`src/rtl/ccf_pkg.sv`:
```
// Shared types and constants for the chunk frustum cull block.
// Used by ccf_cell, chunk_frustum_cull and ccf_checker; depends on nothing.
`timescale 1ns / 1ps

package ccf_pkg;

    // Plane register layout: a, b, c as signed Q1.12, then d as a signed integer.
    localparam int PLANE_W   = 64;
    localparam int COEF_W    = 14;
    localparam int OFS_W     = 22;
    localparam int FRAC_W    = 12;
    localparam int A_LSB     = 0;
    localparam int B_LSB     = 14;
    localparam int C_LSB     = 28;
    localparam int D_LSB     = 42;

    localparam int NUM_PLANES = 6;
    localparam int IDX_W      = 3;

    localparam int COORD_W     = 16;
    localparam int IN_TDATA_W  = 32;
    localparam int OUT_TDATA_W = 40;
    localparam int OUT_USED_W  = 1 + 2 * COORD_W;
    localparam int OUT_PAD_W   = OUT_TDATA_W - OUT_USED_W;

    localparam int DEF_CHUNK_WIDTH  = 16;
    localparam int DEF_CHUNK_DEPTH  = 16;
    localparam int DEF_CHUNK_HEIGHT = 256;

    // One chunk on its way down the chain of plane cells.
    typedef struct packed {
        logic signed [COORD_W-1:0] x;
        logic signed [COORD_W-1:0] z;
        logic                      vis;
    } ccf_item_t;

endpackage

```
`src/rtl/ccf_cell.sv`:
```
// One plane cell of the cull chain: holds one plane and tests a chunk against it.
// Two register stages (products, then sum and sign). Depends on ccf_pkg.
`timescale 1ns / 1ps

module ccf_cell #(
    parameter int CHUNK_WIDTH  = ccf_pkg::DEF_CHUNK_WIDTH,
    parameter int CHUNK_DEPTH  = ccf_pkg::DEF_CHUNK_DEPTH,
    parameter int CHUNK_HEIGHT = ccf_pkg::DEF_CHUNK_HEIGHT
) (
    input  logic                          clk,
    input  logic                          rst_n,
    input  logic                          cfg_we,
    input  logic [ccf_pkg::PLANE_W-1:0]   cfg_plane,
    input  logic                          in_valid,
    output logic                          in_ready,
    input  ccf_pkg::ccf_item_t            in_item,
    output logic                          out_valid,
    input  logic                          out_ready,
    output ccf_pkg::ccf_item_t            out_item
);

    localparam int WB      = $clog2(CHUNK_WIDTH + 1) + 1;
    localparam int DB      = $clog2(CHUNK_DEPTH + 1) + 1;
    localparam int HB      = $clog2(CHUNK_HEIGHT + 1) + 1;
    localparam int AW_W    = ccf_pkg::COEF_W + WB;
    localparam int CD_W    = ccf_pkg::COEF_W + DB;
    localparam int BH_W    = ccf_pkg::COEF_W + HB;
    localparam int PX_W    = AW_W + ccf_pkg::COORD_W;
    localparam int PZ_W    = CD_W + ccf_pkg::COORD_W;
    localparam int DQ_W    = ccf_pkg::OFS_W + ccf_pkg::FRAC_W;
    localparam int M1_W    = (PX_W > PZ_W) ? PX_W : PZ_W;
    localparam int M2_W    = (M1_W > DQ_W) ? M1_W : DQ_W;
    localparam int SUM_W   = M2_W + 3;

    localparam logic signed [WB-1:0] W_S = WB'(CHUNK_WIDTH);
    localparam logic signed [DB-1:0] D_S = DB'(CHUNK_DEPTH);
    localparam logic signed [HB-1:0] H_S = HB'(CHUNK_HEIGHT);

    // Plane in prepared form: x and z slopes scaled by the chunk size, and a bias
    // that picks, per axis, the corner farthest on the inside of the plane.
    logic signed [AW_W-1:0]  aw_reg, aw_next;
    logic signed [CD_W-1:0]  cd_reg, cd_next;
    logic signed [SUM_W-1:0] bias_reg, bias_next;

    logic signed [ccf_pkg::COEF_W-1:0] coef_a, coef_b, coef_c;
    logic signed [ccf_pkg::OFS_W-1:0]  ofs_d;
    logic signed [BH_W-1:0]            bh;

    logic                    v1_reg, v2_reg;
    logic                    ready1, ready2;
    ccf_pkg::ccf_item_t      item1_reg, item2_reg, item2_next;
    logic signed [PX_W-1:0]  px_reg, px_next;
    logic signed [PZ_W-1:0]  pz_reg, pz_next;
    logic signed [SUM_W-1:0] sum;

    always_comb
    begin
        coef_a = cfg_plane[ccf_pkg::A_LSB +: ccf_pkg::COEF_W];
        coef_b = cfg_plane[ccf_pkg::B_LSB +: ccf_pkg::COEF_W];
        coef_c = cfg_plane[ccf_pkg::C_LSB +: ccf_pkg::COEF_W];
        ofs_d  = cfg_plane[ccf_pkg::D_LSB +: ccf_pkg::OFS_W];
        aw_next = AW_W'(coef_a) * AW_W'(W_S);
        cd_next = CD_W'(coef_c) * CD_W'(D_S);
        bh      = BH_W'(coef_b) * BH_W'(H_S);
        bias_next = (SUM_W'(ofs_d) <<< ccf_pkg::FRAC_W)
                  + ((aw_next > 0) ? SUM_W'(aw_next) : SUM_W'(0))
                  + ((cd_next > 0) ? SUM_W'(cd_next) : SUM_W'(0))
                  + ((bh > 0)      ? SUM_W'(bh)      : SUM_W'(0));
    end

    assign ready2   = !v2_reg || out_ready;
    assign ready1   = !v1_reg || ready2;
    assign in_ready = ready1;

    always_comb
    begin
        px_next = PX_W'(aw_reg) * PX_W'(in_item.x);
        pz_next = PZ_W'(cd_reg) * PZ_W'(in_item.z);
        sum     = SUM_W'(px_reg) + SUM_W'(pz_reg) + bias_reg;
        item2_next     = item1_reg;
        // Even the most favorable corner is outside: the whole box is.
        item2_next.vis = item1_reg.vis && !sum[SUM_W-1];
    end

    always_ff @(posedge clk or negedge rst_n)
    begin
        if (!rst_n)
        begin
            aw_reg   <= '0;
            cd_reg   <= '0;
            bias_reg <= '0;
            v1_reg   <= 1'b0;
            v2_reg   <= 1'b0;
        end
        else
        begin
            if (cfg_we)
            begin
                aw_reg   <= aw_next;
                cd_reg   <= cd_next;
                bias_reg <= bias_next;
            end
            if (ready1)
                v1_reg <= in_valid;
            if (ready2)
                v2_reg <= v1_reg;
        end
    end

    always_ff @(posedge clk)
    begin
        if (ready1 && in_valid)
        begin
            item1_reg <= in_item;
            px_reg    <= px_next;
            pz_reg    <= pz_next;
        end
        if (ready2 && v1_reg)
            item2_reg <= item2_next;
    end

    assign out_valid = v2_reg;
    assign out_item  = item2_reg;

endmodule

```
`config.mk`:
```
export PLATFORM = sky130hd
export DESIGN_NAME = ccf_cell
export DESIGN_NICKNAME = d
export VERILOG_FILES = /design/src/rtl/ccf_pkg.sv /design/src/rtl/ccf_cell.sv
export SDC_FILE = /design/constraint.sdc
export NUM_CORES = 2
export LEC_CHECK = 0
export BUFFER_PORTS_ARGS = -buffer_cell sky130_fd_sc_hd__buf_2
export CAP_MARGIN = 5
export CELL_PAD_IN_SITES_DETAIL_PLACEMENT = 1
export CELL_PAD_IN_SITES_GLOBAL_PLACEMENT = 2
export CORE_UTILIZATION = 46
export CTS_CLUSTER_DIAMETER = 30
export DETAILED_ROUTE_END_ITERATION = 10
export GPL_ROUTABILITY_DRIVEN = 0
export GPL_TIMING_DRIVEN = 0
export HOLD_SLACK_MARGIN = 0.12
export PLACE_DENSITY_LB_ADDON = 0.08
export SYNTH_ARGS = -nofsm -noshare
export SYNTH_HDL_FRONTEND = slang
export SYNTH_SLANG_ARGS = --single-unit
```
`constraint.sdc`:
```
create_clock -name clk -period 15.95 [get_ports clk]
set_input_delay 2.3925 -clock clk [delete_from_list [all_inputs] [get_ports clk]]
set_output_delay 2.3925 -clock clk [all_outputs]
set_load 0.01 [all_outputs]
```
==> flow_summary.json <==
{
  "status": "finished, final reports clean",
  "synthFlopType": "edfxtp_1",
  "detail_route.first_pass.iterations": 5,
  "h-tree-depth": 4,
  "largest_reg_flops": 35,
  "core_um2": 59020,
  "fin_ws_ns": 7.418,
  "drt_iter0_drc": 821,
  "syn_area_um2": 27510,
  "track_usage": 0.2728,
  "wl_mm": 77.13,
  "cap_violations": 0,
  "period_share": 0.5349,
  "clk_pin_slew_ns": 0.10,
  "ios": 137,
  "grt_pass1_vias": 21510,
  "cp.required_ns": 16.20,
  "layout_commonest_cell": "fa_1",
  "cp.arrival_ns": 8.79,
  "finalMaxSlewViolations": 0,
  "start_util": 0.4661,
  "die_h_um": 246.5,
  "die_w_um": 246.5,
  "numPortBuffers": 135,
  "ys_seq_area_frac": 0.1967,
  "finalSetupViolCount": 0,
  "clkSinkCount": 191,
  "grt-ovfl-total": 0,
  "seq_area_um2": 5410,
  "via_per_inst": 5.267,
  "syn_to_final_growth_pct": 9.120,
  "grt_start_max_net_pins": 56,
  "dieArea_um2": 60780,
  "pre_cts_slack_ns": 6.902,
  "fillers": 6532,
  "slew_headroom": 0.3673,
  "rsz0062_at_grt": "no",
  "rows": 89,
  "syn_avg_cell_area_um2": 10.51,
  "yosysUniqueCellTypes": 75,
  "endpoint_kind": "flip-flop",
  "cp-start-kind": "input port",
  "drcViolationCount": 0,
  "cts_hold_buf": 0,
  "cts_tree": "yes",
  "multi_input_area_um2": 20020,
  "clock_path_buffers": 2,
  "dpl-instance-area_um2": 29390,
  "cts_buffers": 17,
  "max_freq_mhz": 117.2,
  "path_class": "input port to flip-flop",
  "period_minus_slack_ns": 8.532,
  "antenna_found_initial": 1,
  "fin_worst_skew_ns": 0.01380,
  "cts_root_buf": "clkbuf_16",
  "ys_ff_latch": 191,
  "drtAntennaViolNets": 0,
  "async_flop_share": 0.3403,
  "synth_edf_count": 126,
  "hpwl_mm": 66.18,
  "ctsResizeCount": 0,
  "worstMarginPinSlew_ns": 0.9490,
  "path_max_fanout": 10,
  "layout_common_cells": "fa_1, inv_1, and2_1, nand2_1, ha_1",
  "drive_gt1_frac": 0.08783,
  "hold_viol_final": 0,
  "grt_pass1_wl_mm": 123.1,
  "syn_inst": 2618,
  "hold_class": "flip-flop to flip-flop",
  "nets": 3661,
  "wl_per_cell_um": 21.37,
  "tns_ns": 0,
  "clock_latency_ns": 0.50,
  "fin_area_um2": 30020,
  "yosys_warnings": 0,
  "post_cts_buffers": 0,
  "num_vias": 19010
}
layer usage:
metal	part of all wire	up-vias	global-route usage
met5	0	-	0
met4	0.022	0	0.07208
met3	0.037	74	0.03072
met2	0.50	348	0.4651
met1	0.44	10070	0.3685
li1	-	8513	-
per-stage QoR:
| stage | utilization | cells | hold slack (ns) |
|---|---|---|---|
| after floorplan | - | 2665 | 0.4003 |
| after global placement | 0.4969 | 3573 | 0.4009 |
| after detailed placement | 0.4980 | 3576 | 0.4052 |
| after CTS | 0.5085 | 3608 | 0.4249 |
| after global routing | 0.5085 | 3608 | 0.4310 |
| final | 0.5086 | 3609 | 0.4238 |
cell usage after synthesis (all sizes together), types with 9 or more instances:
| cell type | count | share of area |
|---|---|---|
| fa | 521 | 0.38 |
| inv | 518 | 0.071 |
| and2 | 244 | 0.055 |
| nand2 | 231 | 0.032 |
| ha | 216 | 0.098 |
| edfxtp | 126 | 0.14 |
| a21oi | 84 | 0.016 |
| clkbuf | 76 | 0.010 |
| nor2 | 70 | 0.0096 |
| xnor2 | 70 | 0.022 |
| dfrtp | 65 | 0.059 |
| mux2 | 51 | 0.021 |
| o21ai | 51 | 0.0098 |
| a21o | 35 | 0.0096 |
| nand2b | 34 | 0.0077 |
| nor2b | 34 | 0.0077 |
| xor2 | 25 | 0.0080 |
| nand3 | 23 | 0.0042 |
| nor3 | 17 | 0.0031 |
| o21a | 13 | 0.0035 |
| nand4 | 11 | 0.0025 |
| a211oi | 10 | 0.0035 |
| o21bai | 9 | 0.0025 |
worst paths after layout:
kind	startpoint	slack (ns)	cells past startpoint	end
max	in_item[32]	7.42	22	px_reg[33]
min	item1_reg[5]	0.42	0	out_item[5]
max reg2reg	aw_reg[6]	8.70	21	px_reg[33]
min reg2reg	item1_reg[5]	0.42	0	out_item[5]
max in group asynchronous	rst_n	13.50	2	cd_reg[9]
min in group asynchronous	rst_n	1.86	1	bias_reg[31]
worst max-delay path, cell delays in order:
cell and delay, ns:
buf_2 0.18, clkbuf_1 0.38, nand2_1 0.23, fa_1 0.56, fa_1 0.82, inv_1 0.21
fa_1 0.50, fa_1 0.45, fa_1 0.51, inv_1 0.05, fa_1 0.49, inv_1 0.04
ha_1 0.34, o21ai_1 0.16, nand2b_1 0.09, nor3b_1 0.18, a22o_1 0.22, a31oi_4 0.21
nor3_1 0.08, or3_4 0.40, o31ai_4 0.19, xnor2_1 0.09
cell type report:
type | instances | area share
multi-input combinational | 1874 | 0.6669
clock inverter | 15 | 0.006503
sequential | 191 | 0.1802
buffer | 82 | 0.01055
inverter | 518 | 0.06478
antenna | 1 | 0.00008337
tap | 773 | 0.03222
clock buffer | 17 | 0.01417
timing repair buffer | 138 | 0.02459
cell families (layout without fill, tap and decap cells):
family	after synthesis	count (layout)	synth area share
AOI/OAI and AO/OA	255	255	0.06327
DFF	191	191	0.1967
other	1	49	0.0001363
buffers and inverters	600	770	0.08219
adders and majority gates	737	737	0.4774
and+or+nand+nor	687	687	0.1287
xor gates and xnor gates	95	95	0.03025
muxes	52	52	0.02138
Power is left out: the tool's default activity adds up to more than one toggle a clock period on the data nets, which glitch-free logic cannot reach.
